===== config.mk =====
export PLATFORM = sky130hd
export DESIGN_NAME = rclc_select
export DESIGN_NICKNAME = d
export VERILOG_FILES = /design/src/rtl/rclc_pkg.sv /design/src/rtl/rclc_select.sv
export SDC_FILE = /design/constraint.sdc
export NUM_CORES = 1
export LEC_CHECK = 0
export ABC_AREA = 1
export BUFFER_PORTS_ARGS = -buffer_cell sky130_fd_sc_hd__buf_2
export CORE_UTILIZATION = 35
export CTS_BUF_LIST = sky130_fd_sc_hd__clkbuf_2 sky130_fd_sc_hd__clkbuf_4 sky130_fd_sc_hd__clkbuf_8
export CTS_CLUSTER_SIZE = 12
export DETAILED_ROUTE_END_ITERATION = 12
export PLACE_DENSITY = 0.64
export REMOVE_ABC_BUFFERS = 1
export SLEW_MARGIN = 20
export SYNTH_ARGS = -nofsm -noshare
export SYNTH_HDL_FRONTEND = slang
export SYNTH_SLANG_ARGS = --single-unit

===== constraint.sdc =====
create_clock -name clk_i -period 0.9 [get_ports clk_i]
set_input_delay 0.18 -clock clk_i [delete_from_list [all_inputs] [get_ports clk_i]]
set_output_delay 0.18 -clock clk_i [all_outputs]
set_load 0.01 [all_outputs]

===== src/rtl/rclc_pkg.sv =====
// ----------------------------------------------------------------------------
// rclc_pkg: shared types and constants of the resistance calculation unit
// Holds the payload structs of the channels, the stage records passed between
// the pipeline modules, register codes and the range resistor table.
// ----------------------------------------------------------------------------
package rclc_pkg;

  // Build-time constants of the measurement front end.
  localparam int RangeCount = 7;
  localparam int AdcBits    = 12;

  localparam int NumCodes  = 7;
  localparam int NumActive = (RangeCount > NumCodes) ? NumCodes :
                             ((RangeCount < 1) ? 1 : RangeCount);

  localparam int CodeW  = 12;
  localparam int RangeW = 3;
  localparam int ResW   = 25;
  localparam int UnitW  = 3;
  localparam int CfgIdxW  = 3;
  localparam int CfgDataW = 16;

  localparam int NumW   = 32;
  localparam int TabW   = 24;
  localparam int ProdW  = TabW + NumW;
  localparam int QuoW   = ResW;

  localparam logic [CodeW-1:0] CodeMask =
      (AdcBits >= CodeW) ? {CodeW{1'b1}} : CodeW'((1 << AdcBits) - 1);

  localparam logic [QuoW-1:0] MinTenths   = QuoW'(10);
  localparam logic [QuoW-1:0] MaxTenths   = QuoW'(20000000);
  localparam logic [QuoW-1:0] OhmDecLimit = QuoW'(10000);
  localparam logic [QuoW-1:0] OhmLimit    = QuoW'(1000000);
  localparam logic [QuoW-1:0] KohmLimit   = QuoW'(10000000);

  localparam logic [15:0] UpperSumRst = 16'd20050;
  localparam logic [15:0] LowerRst    = 16'd10060;
  localparam logic [11:0] LevelRst    = 12'd2048;
  localparam logic [11:0] Floor0Rst   = 12'd3600;
  localparam logic [11:0] Floor1Rst   = 12'd3200;
  localparam logic [11:0] Floor2Rst   = 12'd2600;

  typedef enum logic [CfgIdxW-1:0] {
    CfgUpperSum    = 3'd0,
    CfgLower       = 3'd1,
    CfgSwitchLevel = 3'd2,
    CfgFloor0      = 3'd3,
    CfgFloor1      = 3'd4,
    CfgFloor2      = 3'd5
  } cfg_idx_e;

  typedef enum logic [UnitW-1:0] {
    UnitInvalid = 3'd0,
    UnitOhmDec  = 3'd1,
    UnitOhm     = 3'd2,
    UnitKohm    = 3'd3,
    UnitMohm    = 3'd4
  } unit_e;

  typedef struct packed {
    logic [CodeW-1:0] ref_code;
    logic [CodeW-1:0] range_code_0;
    logic [CodeW-1:0] range_code_1;
    logic [CodeW-1:0] range_code_2;
    logic [CodeW-1:0] range_code_3;
    logic [CodeW-1:0] range_code_4;
    logic [CodeW-1:0] range_code_5;
    logic [CodeW-1:0] range_code_6;
  } meas_t;

  typedef struct packed {
    logic [RangeW-1:0] chosen_range;
    logic [ResW-1:0]   resistance_tenths;
    logic [UnitW-1:0]  unit_class;
  } result_t;

  typedef struct packed {
    logic [CfgIdxW-1:0]  index;
    logic [CfgDataW-1:0] data;
  } cfg_req_t;

  typedef struct packed {
    logic [15:0] upper_sum;
    logic [15:0] lower;
    logic [11:0] switch_level;
    logic [11:0] floor0;
    logic [11:0] floor1;
    logic [11:0] floor2;
  } cfg_t;

  // Record after range selection.
  typedef struct packed {
    logic [RangeW-1:0] sel;
    logic [CodeW-1:0]  ref_code;
    logic [CodeW-1:0]  code;
  } sel_st_t;

  // Record handed from the arithmetic front to the divider.
  typedef struct packed {
    logic [RangeW-1:0] sel;
    logic              ok;
    logic [NumW-1:0]   den;
    logic [ProdW-1:0]  prod;
  } prod_st_t;

  // Record of one divider stage.
  typedef struct packed {
    logic [RangeW-1:0] sel;
    logic              ok;
    logic [NumW-1:0]   den;
    logic [NumW-1:0]   rem;
    logic [QuoW-1:0]   low;
    logic [QuoW-1:0]   quo;
  } div_st_t;

  // Range resistors in tenths of an ohm.
  function automatic logic [TabW-1:0] range_tenths(input logic [RangeW-1:0] sel);
    logic [TabW-1:0] r;
    unique case (sel)
      3'd0:    r = TabW'(5074);
      3'd1:    r = TabW'(21730);
      3'd2:    r = TabW'(50530);
      3'd3:    r = TabW'(100200);
      3'd4:    r = TabW'(1009000);
      3'd5:    r = TabW'(4686000);
      default: r = TabW'(10030000);
    endcase
    return r;
  endfunction

endpackage


===== src/rtl/rclc_select.sv =====
// ----------------------------------------------------------------------------
// rclc_select: range selection stage
// Picks the lowest range whose code is above the switch level, applies the
// floor step-up of the three lowest ranges and registers the chosen code.
// ----------------------------------------------------------------------------
module rclc_select (
  input  logic               clk_i,
  input  logic               rst_ni,
  input  logic               adv_i,
  input  logic               valid_i,
  input  rclc_pkg::meas_t    meas_i,
  input  rclc_pkg::cfg_t     cfg_i,
  output logic               valid_o,
  output rclc_pkg::sel_st_t  st_o
);
  import rclc_pkg::*;

  logic [CodeW-1:0]  code [NumCodes];
  logic [RangeW-1:0] sel;
  logic              valid_q;
  sel_st_t           st_q, st_d;

  assign code[0] = meas_i.range_code_0 & CodeMask;
  assign code[1] = meas_i.range_code_1 & CodeMask;
  assign code[2] = meas_i.range_code_2 & CodeMask;
  assign code[3] = meas_i.range_code_3 & CodeMask;
  assign code[4] = meas_i.range_code_4 & CodeMask;
  assign code[5] = meas_i.range_code_5 & CodeMask;
  assign code[6] = meas_i.range_code_6 & CodeMask;

  always_comb begin
    sel = RangeW'(NumActive - 1);
    for (int i = NumActive - 1; i >= 0; i--) begin
      if (code[i] > cfg_i.switch_level) sel = RangeW'(i);
    end
    priority if (sel == 3'd0 && code[0] < cfg_i.floor0) sel = 3'd1;
    else if (sel == 3'd1 && code[1] < cfg_i.floor1) sel = 3'd2;
    else if (sel == 3'd2 && code[2] < cfg_i.floor2) sel = 3'd3;
    else sel = sel;
    if (sel >= RangeW'(NumActive)) sel = RangeW'(NumActive - 1);

    st_d.sel      = sel;
    st_d.ref_code = meas_i.ref_code & CodeMask;
    st_d.code     = code[sel];
  end

  always_ff @(posedge clk_i or negedge rst_ni) begin
    if (!rst_ni) begin
      valid_q <= 1'b0;
    end else if (adv_i) begin
      valid_q <= valid_i;
    end
  end

  always_ff @(posedge clk_i) begin
    if (adv_i) begin
      st_q <= st_d;
    end
  end

  assign valid_o = valid_q;
  assign st_o    = st_q;

endmodule


==> flow_metrics.env <==
export IMPL_tightest_slew_ns=0.3093
export IMPL_cts_tree="yes"
export IMPL_start_util=0.3651
export IMPL_grt_pass1_vias=4931
export IMPL_maxCapViolCount=0
export IMPL_drv_slew=0
export IMPL_drt_initial_drc_count=187
export IMPL_drtAntennaViolNets=0
export IMPL_grt_pass1_wl_um=22580
export IMPL_antenna_found_initial=0
export IMPL_clock_skew_final_ns=0
export IMPL_grt_total_usage=0.2180
export IMPL_synthMuxAreaShare=0.01146
export IMPL_cts_sinks=28
export IMPL_gr_total_overflow=0
export IMPL_grt_max_degree=31
export IMPL_ir_worst_vdd_v=0.0005856
export IMPL_ios=208
export IMPL_wirelength_um=15090
export IMPL_start_kind="input pin"
export IMPL_finalWorstSetupSlack_ns=-1.529
export IMPL_route_detailed_drc=0
export IMPL_cts_root_buf="clkbuf_8"
export IMPL_seqPwrFrac=0.242
export IMPL_synthXorXnorAreaFrac=0
export IMPL_finalCoreUtilization=0.5841
export IMPL_power_density_nw_per_um2=1026
export IMPL_crit_path_top_delay_cell="ha_1"
export IMPL_tns_ns=-23.56
export IMPL_netlist_cell_type_count=37
export IMPL_dr_pass1_iters=4
export IMPL_fillerInstances=1125
export IMPL_gp_congestion=0.8342
export IMPL_synth_fa_ha_area_frac=0.2935
export IMPL_synthSimpleGateAreaFrac=0.2895
export IMPL_synth_edf_count=27
export IMPL_endpoint_kind="register"
export IMPL_netlist_area_um2=4477
export IMPL_crit_type="in -> reg"
export IMPL_htree_levels=1
export IMPL_coreArea_um2=12260
export IMPL_clockBufferDepth=2
export IMPL_die_w_um=115.1
export IMPL_clock_fmax_mhz=411.7
export IMPL_netlist_top_cells_count="nand2_1 (140), ha_1 (105), inv_1 (85)"
export IMPL_ys_top_cells_by_area="ha_1 (29%), edfxtp_1 (18%), nand2_1 (12%)"
export IMPL_clkPwrFrac=0.104
export IMPL_synth_top_family_by_area="adder cells"
export IMPL_yosys_warnings=0
export IMPL_nets=1205
export IMPL_critPathRequiredTime_ns=0.94
export IMPL_p_sw_mw=2.952
export IMPL_setup_viol=43
export IMPL_dpl_hpwl_um=12010
export IMPL_synthArstFlopShare=0.03571
export IMPL_via_per_inst=4.744
export IMPL_post_drt_wl_per_cell_um=13.89
export IMPL_finalPower_mw=7.351
export IMPL_failed_checks="setup timing"
export IMPL_cts_buffers=3
export IMPL_cp_cell_sequence="buf_2, clkinvlp_4, buf_4, ha_1, nand4_1, nor3_2, nand4_1, nand2_2, nand2_4, nor2_4, buf_8, buf_4, mux2i_2, o21ai_1, nand2_1, nand2_1"
export IMPL_worstPathArrival_ns=2.47
export IMPL_use_met2=0.3811
export IMPL_hold_depth=1
export IMPL_synth_top_area_cell="ha_1"
export IMPL_rsz0062_at_grt="true"
export IMPL_holdCritPathClass="in -> reg"
export IMPL_die_h_um=115.1
export IMPL_clkTransAtPathRegs_ns=0.09
export IMPL_critPathLaunch="cfg_i[40]"
export IMPL_use_met1=0.2804
export IMPL_grt_met3_usage=0.01898
export IMPL_insertion_delay_ns=0.28
export IMPL_portBuffers=175
export IMPL_p_leak_nw=3.761
export IMPL_internal_power_mw=4.399
export IMPL_rows=40
export IMPL_die_area_um2=13250
export IMPL_cp_slowest_stage_delay_ns=0.27
export IMPL_n_antenna_cell=0
export IMPL_pwr_share_comb=0.655
export IMPL_swShare=0.4016
export IMPL_min_period_ns=2.429
export IMPL_cp_max_fo=6
export IMPL_r2r_end="valid_o$_DFFE_PN0P_"
export IMPL_r2r_cells=1
export IMPL_r2r_start="valid_o$_DFFE_PN0P_"
export IMPL_synth_seq_area_share=0.1867
export IMPL_maxSlewHeadroom=0.7938
export IMPL_synth_most_common_cell="nand2_1"
export IMPL_drive_gt1_frac=0.4363
export IMPL_synth_compound_area_frac=0.1188
export IMPL_synthCells=632
export IMPL_synth_avg_cell_area_um2=7.084
export IMPL_hp_start="meas_i[93]"
export IMPL_hold_viol=0
export IMPL_vias=5157
export IMPL_status="finished with violations"
export IMPL_min_to="st_o[21]$_DFFE_PP_"
export IMPL_worst_r2r_setup_slack_ns=0.16
export IMPL_synth_top_area_share=0.2935
export IMPL_area_delta_synth_final_pct=59.98
export IMPL_ys_flop_type="edfxtp_1"
export IMPL_ys_ff_latch=28
export IMPL_top_usage_layer="met2"
export IMPL_finalCritPeriodShare=2.699
power groups by stage:
stage	Combinational (mW)	Clock (mW)	Sequential [mW]
final	4.81	0.764	1.78
after global routing	5.36	0.828	1.80
after global placement	3.78	0	1.81
after floorplan	1.93	0	1.93
after detailed placement	3.81	0	1.81
after CTS	4.04	0.795	1.78
kinds of logic (layout without fill, tap and decap cells):
| logic type | count (synthesis) | after routing |
|---|---|---|
| buffers and inverters | 101 | 388 |
| AND/OR/NAND/NOR | 292 | 292 |
| multiplexers | 5 | 5 |
| AO/OA/AOI/OAI | 101 | 101 |
| adder cells (fa/ha/maj) | 105 | 105 |
| flip-flops | 28 | 28 |
through the flow:
stage / std cells / setup WS, ns / hold WS [ns] / instance area [um^2]
finish: 1087 / -1.529 / 0.07338 / 7162
global route: 1087 / -1.617 / 0.06407 / 7162
CTS: 1066 / -1.383 / 0.06375 / 6434
detailed placement: 1051 / -1.786 / -0.04488 / 6155
global placement: 1051 / -1.821 / -0.04371 / 6155
floorplan: 618 / -1.807 / -0.1156 / 4355
layout make-up:
class                   instances  area (um^2)  area share
multi-input cells             503         3657      0.5107
well taps                     168        210.2     0.02935
flip-flops and latches         28        835.8      0.1167
inverters                      87        367.9     0.05136
repair buffers                297         2036      0.2842
clock buffers                   4        55.05    0.007687
placed cells by master (no fill, tap or decap), types with 12 or more instances in the layout:
| master | Yosys | final |
|---|---|---|
| buf_2 | 4 | 170 |
| a21oi_1 | 63 | 53 |
| nand2_1 | 140 | 132 |
| nand3_1 | 33 | 28 |
| ha_1 | 105 | 85 |
| buf_6 | 6 | 19 |
| inv_1 | 85 | 75 |
| edfxtp_1 | 27 | 27 |
| nor2_2 | 2 | 13 |
| buf_4 | 2 | 94 |
| o21ai_1 | 8 | 12 |
| nor2_1 | 73 | 61 |
| nand4_1 | 16 | 16 |
| ha_4 | 0 | 20 |
routing by layer:
layer | share of wire | up-vias
li1 | - | 2697
met1 | 0.45 | 2267
met2 | 0.47 | 171
met3 | 0.054 | 22
met4 | 0.023 | 0
met5 | 0 | -
worst max-delay path by stage:
stage | to | slack, ns | cells after the start
final | st_o[7]$_DFFE_PP_ | -1.53 | 16
after global routing | st_o[7]$_DFFE_PP_ | -1.62 | 18
after CTS | st_o[7]$_DFFE_PP_ | -1.38 | 21
after detailed placement | st_o[7]$_DFFE_PP_ | -1.79 | 16
after global placement | st_o[7]$_DFFE_PP_ | -1.82 | 16
after floorplan | st_o[11]$_DFFE_PP_ | -1.81 | 15
registers in the layout, summed over array words and instances, names as in the netlist:
register and cells:
st_o 27, valid_o 1
critical path: cells and delay by family:
kind / cells / cell delay [ns]
compound gates: 1 / 0.08
simple gates: 8 / 1.06
buf+inv: 5 / 0.64
fa+ha+maj: 1 / 0.27
mux: 1 / 0.23
repair_timing:
action	CTS	global route
gates cloned	0	2
buffers inserted	10	21
gates resized for setup	33	99
hold endpoints to repair	1	0
setup endpoints to repair	43	43
pin swaps	6	46
hold buffers	1	0
Note: power is estimated with default switching activity, not from simulation.
