## config.mk

```make
export PLATFORM = sky130hd
export DESIGN_NAME = rclc_arith
export DESIGN_NICKNAME = d
export VERILOG_FILES = /design/src/rtl/rclc_pkg.sv /design/src/rtl/rclc_arith.sv
export SDC_FILE = /design/constraint.sdc
export NUM_CORES = 2
export LEC_CHECK = 0
export ABC_AREA = 1
export BUFFER_PORTS_ARGS = -buffer_cell sky130_fd_sc_hd__buf_2
export CORE_MARGIN = 8
export CORE_UTILIZATION = 40
export CTS_CLUSTER_DIAMETER = 40
export CTS_CLUSTER_SIZE = 25
export DETAILED_ROUTE_END_ITERATION = 10
export REMOVE_ABC_BUFFERS = 1
export SLEW_MARGIN = 20
export SYNTH_ARGS = -nofsm -noshare
export SYNTH_HDL_FRONTEND = slang
export SYNTH_SLANG_ARGS = --single-unit
```

## constraint.sdc

```tcl
create_clock -name clk_i -period 14.15 [get_ports clk_i]
set_input_delay 0.7075 -clock clk_i [delete_from_list [all_inputs] [get_ports clk_i]]
set_output_delay 0.7075 -clock clk_i [all_outputs]
set_load 0.005 [all_outputs]
```

## src/rtl/rclc_pkg.sv

```systemverilog
// ----------------------------------------------------------------------------
// rclc_pkg: shared types and constants of the resistance calculation unit
// Holds the payload structs of the channels, the stage records passed between
// the pipeline modules, register codes and the range resistor table.
// ----------------------------------------------------------------------------
package rclc_pkg;

  // Build-time constants of the measurement front end.
  localparam int RangeCount = 7;
  localparam int AdcBits    = 12;

  localparam int NumCodes  = 7;
  localparam int NumActive = (RangeCount > NumCodes) ? NumCodes :
                             ((RangeCount < 1) ? 1 : RangeCount);

  localparam int CodeW  = 12;
  localparam int RangeW = 3;
  localparam int ResW   = 25;
  localparam int UnitW  = 3;
  localparam int CfgIdxW  = 3;
  localparam int CfgDataW = 16;

  localparam int NumW   = 32;
  localparam int TabW   = 24;
  localparam int ProdW  = TabW + NumW;
  localparam int QuoW   = ResW;

  localparam logic [CodeW-1:0] CodeMask =
      (AdcBits >= CodeW) ? {CodeW{1'b1}} : CodeW'((1 << AdcBits) - 1);

  localparam logic [QuoW-1:0] MinTenths   = QuoW'(10);
  localparam logic [QuoW-1:0] MaxTenths   = QuoW'(20000000);
  localparam logic [QuoW-1:0] OhmDecLimit = QuoW'(10000);
  localparam logic [QuoW-1:0] OhmLimit    = QuoW'(1000000);
  localparam logic [QuoW-1:0] KohmLimit   = QuoW'(10000000);

  localparam logic [15:0] UpperSumRst = 16'd20050;
  localparam logic [15:0] LowerRst    = 16'd10060;
  localparam logic [11:0] LevelRst    = 12'd2048;
  localparam logic [11:0] Floor0Rst   = 12'd3600;
  localparam logic [11:0] Floor1Rst   = 12'd3200;
  localparam logic [11:0] Floor2Rst   = 12'd2600;

  typedef enum logic [CfgIdxW-1:0] {
    CfgUpperSum    = 3'd0,
    CfgLower       = 3'd1,
    CfgSwitchLevel = 3'd2,
    CfgFloor0      = 3'd3,
    CfgFloor1      = 3'd4,
    CfgFloor2      = 3'd5
  } cfg_idx_e;

  typedef enum logic [UnitW-1:0] {
    UnitInvalid = 3'd0,
    UnitOhmDec  = 3'd1,
    UnitOhm     = 3'd2,
    UnitKohm    = 3'd3,
    UnitMohm    = 3'd4
  } unit_e;

  typedef struct packed {
    logic [CodeW-1:0] ref_code;
    logic [CodeW-1:0] range_code_0;
    logic [CodeW-1:0] range_code_1;
    logic [CodeW-1:0] range_code_2;
    logic [CodeW-1:0] range_code_3;
    logic [CodeW-1:0] range_code_4;
    logic [CodeW-1:0] range_code_5;
    logic [CodeW-1:0] range_code_6;
  } meas_t;

  typedef struct packed {
    logic [RangeW-1:0] chosen_range;
    logic [ResW-1:0]   resistance_tenths;
    logic [UnitW-1:0]  unit_class;
  } result_t;

  typedef struct packed {
    logic [CfgIdxW-1:0]  index;
    logic [CfgDataW-1:0] data;
  } cfg_req_t;

  typedef struct packed {
    logic [15:0] upper_sum;
    logic [15:0] lower;
    logic [11:0] switch_level;
    logic [11:0] floor0;
    logic [11:0] floor1;
    logic [11:0] floor2;
  } cfg_t;

  // Record after range selection.
  typedef struct packed {
    logic [RangeW-1:0] sel;
    logic [CodeW-1:0]  ref_code;
    logic [CodeW-1:0]  code;
  } sel_st_t;

  // Record handed from the arithmetic front to the divider.
  typedef struct packed {
    logic [RangeW-1:0] sel;
    logic              ok;
    logic [NumW-1:0]   den;
    logic [ProdW-1:0]  prod;
  } prod_st_t;

  // Record of one divider stage.
  typedef struct packed {
    logic [RangeW-1:0] sel;
    logic              ok;
    logic [NumW-1:0]   den;
    logic [NumW-1:0]   rem;
    logic [QuoW-1:0]   low;
    logic [QuoW-1:0]   quo;
  } div_st_t;

  // Range resistors in tenths of an ohm.
  function automatic logic [TabW-1:0] range_tenths(input logic [RangeW-1:0] sel);
    logic [TabW-1:0] r;
    unique case (sel)
      3'd0:    r = TabW'(5074);
      3'd1:    r = TabW'(21730);
      3'd2:    r = TabW'(50530);
      3'd3:    r = TabW'(100200);
      3'd4:    r = TabW'(1009000);
      3'd5:    r = TabW'(4686000);
      default: r = TabW'(10030000);
    endcase
    return r;
  endfunction

endpackage

```

## src/rtl/rclc_arith.sv

```systemverilog
// ----------------------------------------------------------------------------
// rclc_arith: numerator and denominator stages
// Four stages: the two divider products, their difference and sign test,
// the range resistor product, and the quotient overflow test.
// ----------------------------------------------------------------------------
module rclc_arith (
  input  logic                clk_i,
  input  logic                rst_ni,
  input  logic                adv_i,
  input  logic                valid_i,
  input  rclc_pkg::sel_st_t   st_i,
  input  rclc_pkg::cfg_t      cfg_i,
  output logic                valid_o,
  output rclc_pkg::prod_st_t  st_o
);
  import rclc_pkg::*;

  logic [3:0] valid_q;

  // Stage two: both products of the divider ratio.
  logic [RangeW-1:0] s2_sel_q;
  logic [NumW-1:0]   s2_num_a_q, s2_num_b_q;
  // Stage three: difference, kept only when positive with a nonzero code term.
  logic [RangeW-1:0] s3_sel_q;
  logic              s3_ok_q;
  logic [NumW-1:0]   s3_diff_q, s3_den_q;
  // Stage four: scaled by the range resistor.
  logic [RangeW-1:0] s4_sel_q;
  logic              s4_ok_q;
  logic [NumW-1:0]   s4_den_q;
  logic [ProdW-1:0]  s4_prod_q;
  // Stage five: the quotient must fit the result width.
  prod_st_t          s5_q;

  always_ff @(posedge clk_i or negedge rst_ni) begin
    if (!rst_ni) begin
      valid_q <= '0;
    end else if (adv_i) begin
      valid_q <= {valid_q[2:0], valid_i};
    end
  end

  always_ff @(posedge clk_i) begin
    if (adv_i) begin
      s2_sel_q   <= st_i.sel;
      s2_num_a_q <= NumW'(st_i.ref_code) * NumW'(cfg_i.upper_sum);
      s2_num_b_q <= NumW'(st_i.code) * NumW'(cfg_i.lower);

      s3_sel_q  <= s2_sel_q;
      s3_ok_q   <= (s2_num_b_q != '0) && (s2_num_a_q > s2_num_b_q);
      s3_diff_q <= s2_num_a_q - s2_num_b_q;
      s3_den_q  <= s2_num_b_q;

      s4_sel_q  <= s3_sel_q;
      s4_ok_q   <= s3_ok_q;
      s4_den_q  <= s3_den_q;
      s4_prod_q <= ProdW'(range_tenths(s3_sel_q)) * ProdW'(s3_diff_q);

      s5_q.sel  <= s4_sel_q;
      s5_q.ok   <= s4_ok_q && (NumW'(s4_prod_q[ProdW-1:QuoW]) < s4_den_q);
      s5_q.den  <= s4_den_q;
      s5_q.prod <= s4_prod_q;
    end
  end

  assign valid_o = valid_q[3];
  assign st_o    = s5_q;

endmodule

```

==> flow_metrics.py <==
metrics = {
    "clocking": {
        "ctsResizeCount": 0,
        "cts_tree": "built",
        "clk_pin_slew_ns": 0.06,
        "htree_levels": 2,
        "cts_root_buf": "clkbuf_16",
        "cts_setup_buffers": 0,
        "ctsHoldBuffers": 1,
        "clkLatencyLatePin_ns": 0.63,
        "cts_buffer_depth": 3,
        "cts_buffers": 49,
        "clock-sinks": 298,
    },
    "synth": {
        "yosys.area_share.adder": 0.469,
        "synth_cell_types": 44,
        "yosys_warnings": 0,
        "ys_seq_area_frac": 0.191,
        "synth_xor_area_frac": 0.0180,
        "ys_seq_elements": 298,
        "muxShareOfSynthArea": 0,
        "netlist_area_sq_um": 46700,
        "synth_top_family_by_area": "adder cells",
        "synth_compound_area_frac": 0.0295,
        "async_flop_share": 0.0134,
        "synth_edf_count": 294,
        "synth_flop_cell": "edfxtp_1",
        "avgSynthCellArea_sq_um": 8.67,
        "synth_cells": 5385,
        "synthSimpleGateAreaFrac": 0.162,
    },
    "timing": {
        "post-route-period-util": 0.666,
        "setup_viol": 0,
        "worst_clock_skew_ns": 0.0411,
        "maxSlewViolCount": 0,
        "worstMarginPinSlew_ns": 1.04,
        "rsz0062_at_grt": "no",
        "max_slew_margin": 0.306,
        "finalHoldViolations": 0,
        "min_period_ns": 9.42,
        "max_freq_mhz": 106,
        "setup_tns_ns": 0,
    },
    "job": {
        "maxCapViolations": 0,
    },
    "critical_path": {
        "worst-setup-path-type": "flip-flop to flip-flop",
        "timing.rr.end": "s4_prod_q[41]",
        "crit_path_start": "s3_sel_q[0]",
        "cp-start-kind": "flip-flop",
        "critPathArrivalTime_ns": 9.78,
        "r2r-start": "s3_sel_q[0]",
        "crit_path_end_kind": "flip-flop",
        "reg2regPathDepth": 30,
        "rrSetupSlack_ns": 4.73,
        "cp-endpoint": "s4_prod_q[41]",
        "cpPeakStageDelay_ns": 0.88,
        "required_ns": 14.51,
        "path_max_fanout": 30,
        "cp_slowest_cell": "nor2_4",
    },
    "finish": {
        "fin_area_sq_um": 50500,
        "layout-drive-gt1-share": 0.0512,
        "num-nets-final": 6810,
        "multi_input_area_sq_um": 31700,
        "insertedDiodeCount": 0,
        "seq_area_sq_um": 8930,
        "fill_cells": 11500,
        "syn2layout_area_growth_pct": 8.21,
    },
    "die": {
        "core_area_sq_um": 116000,
        "die_x_um": 358,
        "ios": 204,
        "rows": 125,
        "die-area_sq_um": 128000,
        "die_height_um": 358,
        "initial_core_util": 0.403,
    },
    "grt": {
        "grt_max_degree": 104,
        "grt_usage": 0.212,
        "grt_pass1_wl_mm": 210,
        "grt_pass1_vias": 36400,
        "grt_overflow": 0,
        "antenna_found_initial": 3,
    },
    "outcome": {
        "outcome": "complete, no violations",
    },
    "min_path": {
        "hold_depth": 1,
        "holdCritStartpoint": "st_i[26]",
        "hp-class": "primary input to flip-flop",
    },
    "drt": {
        "wl_met3_mm": 11.1,
        "wl_mm": 133,
        "wl_met1_mm": 56.2,
        "ant_nets": 0,
        "via_per_inst": 4.92,
        "first_pass_iters": 6,
        "drt_iter0_markers": 2211,
        "drc": 0,
        "num_vias": 34500,
        "routed.top_layer": "met4",
        "route.met2.wl_mm": 61.6,
        "wire_per_inst_um": 18.9,
    },
    "placed_design": {
        "io_buffer_count": 150,
        "postPlaceCellArea_sq_um": 48800,
        "gp_congestion": 0.953,
        "dp_hpwl_mm": 112,
    },
}
==> cells in the mapped netlist (2+ instances only) <==
| master | n | area share |
|---|---|---|
| o211ai_1 | 4 | 0.00064 |
| buf_2 | 19 | 0.0020 |
| nor4_1 | 16 | 0.0021 |
| a21boi_0 | 4 | 0.00064 |
| ha_1 | 413 | 0.11 |
| dfrtp_1 | 4 | 0.0021 |
| a21oi_1 | 142 | 0.015 |
| nand2_1 | 1169 | 0.094 |
| clkbuf_1 | 112 | 0.0090 |
| edfxtp_1 | 294 | 0.19 |
| xnor2_1 | 26 | 0.0049 |
| xor2_1 | 70 | 0.013 |
| o31ai_1 | 2 | 0.00032 |
| and2_1 | 4 | 0.00054 |
| o21bai_1 | 15 | 0.0024 |
| buf_4 | 11 | 0.0018 |
| nor2_2 | 3 | 0.00040 |
| nand3_1 | 112 | 0.012 |
| a21o_1 | 7 | 0.0011 |
| nor2_4 | 6 | 0.0014 |
| fa_1 | 835 | 0.36 |
| nand4_1 | 26 | 0.0035 |
| o22ai_1 | 2 | 0.00027 |
| nand2_2 | 5 | 0.00067 |
| nor2_1 | 519 | 0.042 |
| nand3b_1 | 7 | 0.0011 |
| or2_2 | 3 | 0.00040 |
| inv_2 | 10 | 0.00080 |
| inv_1 | 1410 | 0.11 |
| o21ai_0 | 62 | 0.0066 |
| buf_6 | 7 | 0.0017 |
| o21a_1 | 7 | 0.0011 |
| clkinv_1 | 9 | 0.00072 |
| a31oi_1 | 5 | 0.00067 |
| buf_1 | 7 | 0.00056 |
| conb_1 | 2 | 0.00016 |
| nor3_1 | 29 | 0.0031 |
==> stage by stage <==
| step | cells | hold WS (ns) | util | worst slack [ns] |
|---|---|---|---|---|
| detailed placement | 6923 | 0.405 | 0.421 | 4.93 |
| global route | 7016 | 0.229 | 0.436 | 4.53 |
| finish | 7016 | 0.261 | 0.436 | 4.73 |
| CTS | 7016 | 0.215 | 0.436 | 4.85 |
| floorplan | 5233 | 0.400 | - | 6.87 |
| global placement | 6923 | 0.400 | 0.421 | 4.94 |
==> layer usage <==
layer  global-route usage  vias to the layer above
met5                    0                        -
met4               0.0544                        0
met3               0.0493                      217
met2                0.352                     1161
met1                0.280                    17100
li1                     -                    16000
==> layout by cell type (no fill, tap or decap), types with 16 or more instances in the layout <==
master	count
a21oi_1	142
buf_2	149
buf_4	16
clkbuf_16	49
edfxtp_1	294
fa_1	835
ha_1	413
inv_1	1410
nand2_1	1169
nand3_1	112
nand4_1	26
nor2_1	519
nor3_1	29
nor4_1	16
o21ai_0	62
xnor2_1	26
xor2_1	70
==> registers in the layout, summed over array words and instances (netlist names), 4 cells and up <==
| name | count |
|---|---|
| s2_num_a_q | 28 |
| s2_num_b_q | 28 |
| s3_den_q | 28 |
| s3_diff_q | 29 |
| s4_den_q | 28 |
| s4_prod_q | 55 |
| st_o | 87 |
| valid_q | 4 |
==> worst min path at each step <==
| stage | to | slack (ns) |
|---|---|---|
| 6_report | s2_sel_q[2] | 0.26 |
| 5_1_grt | s2_sel_q[2] | 0.23 |
| 4_1_cts | s2_sel_q[2] | 0.21 |
| 3_5_place_dp | s4_den_q[21] | 0.40 |
| 3_3_place_gp | s4_den_q[3] | 0.40 |
| 2_1_floorplan | s3_sel_q[0] | 0.40 |
==> logic make-up (layout without fill, tap and decap cells) <==
logic type	count (synthesis)	after routing
AOI/OAI and AO/OA	253	253
xor gates and xnor gates	96	96
adders and majority gates	1248	1248
buffers and inverters	1585	1688
DFF	298	298
other	2	6
and+or+nand+nor	1903	1903
==> worst max-delay path: cells and delay by family (launching register included) <==
family,cells,cell delay [ns]
DFF,1,0.32
and+or+nand+nor,12,3.18
buffers and inverters,10,1.66
adders and majority gates,8,3.96
==> cell type report <==
class	instances	share of cell area
clock buffer	52	0.0245
clock inverter	40	0.00964
inverter	1429	0.106
multi-input combinational	3506	0.627
sequential	298	0.177
tap	1524	0.0378
timing repair buffer	167	0.0176
Power is not shown: default switching activity piles up to over one toggle a cycle in this logic, so the estimate is an artifact.
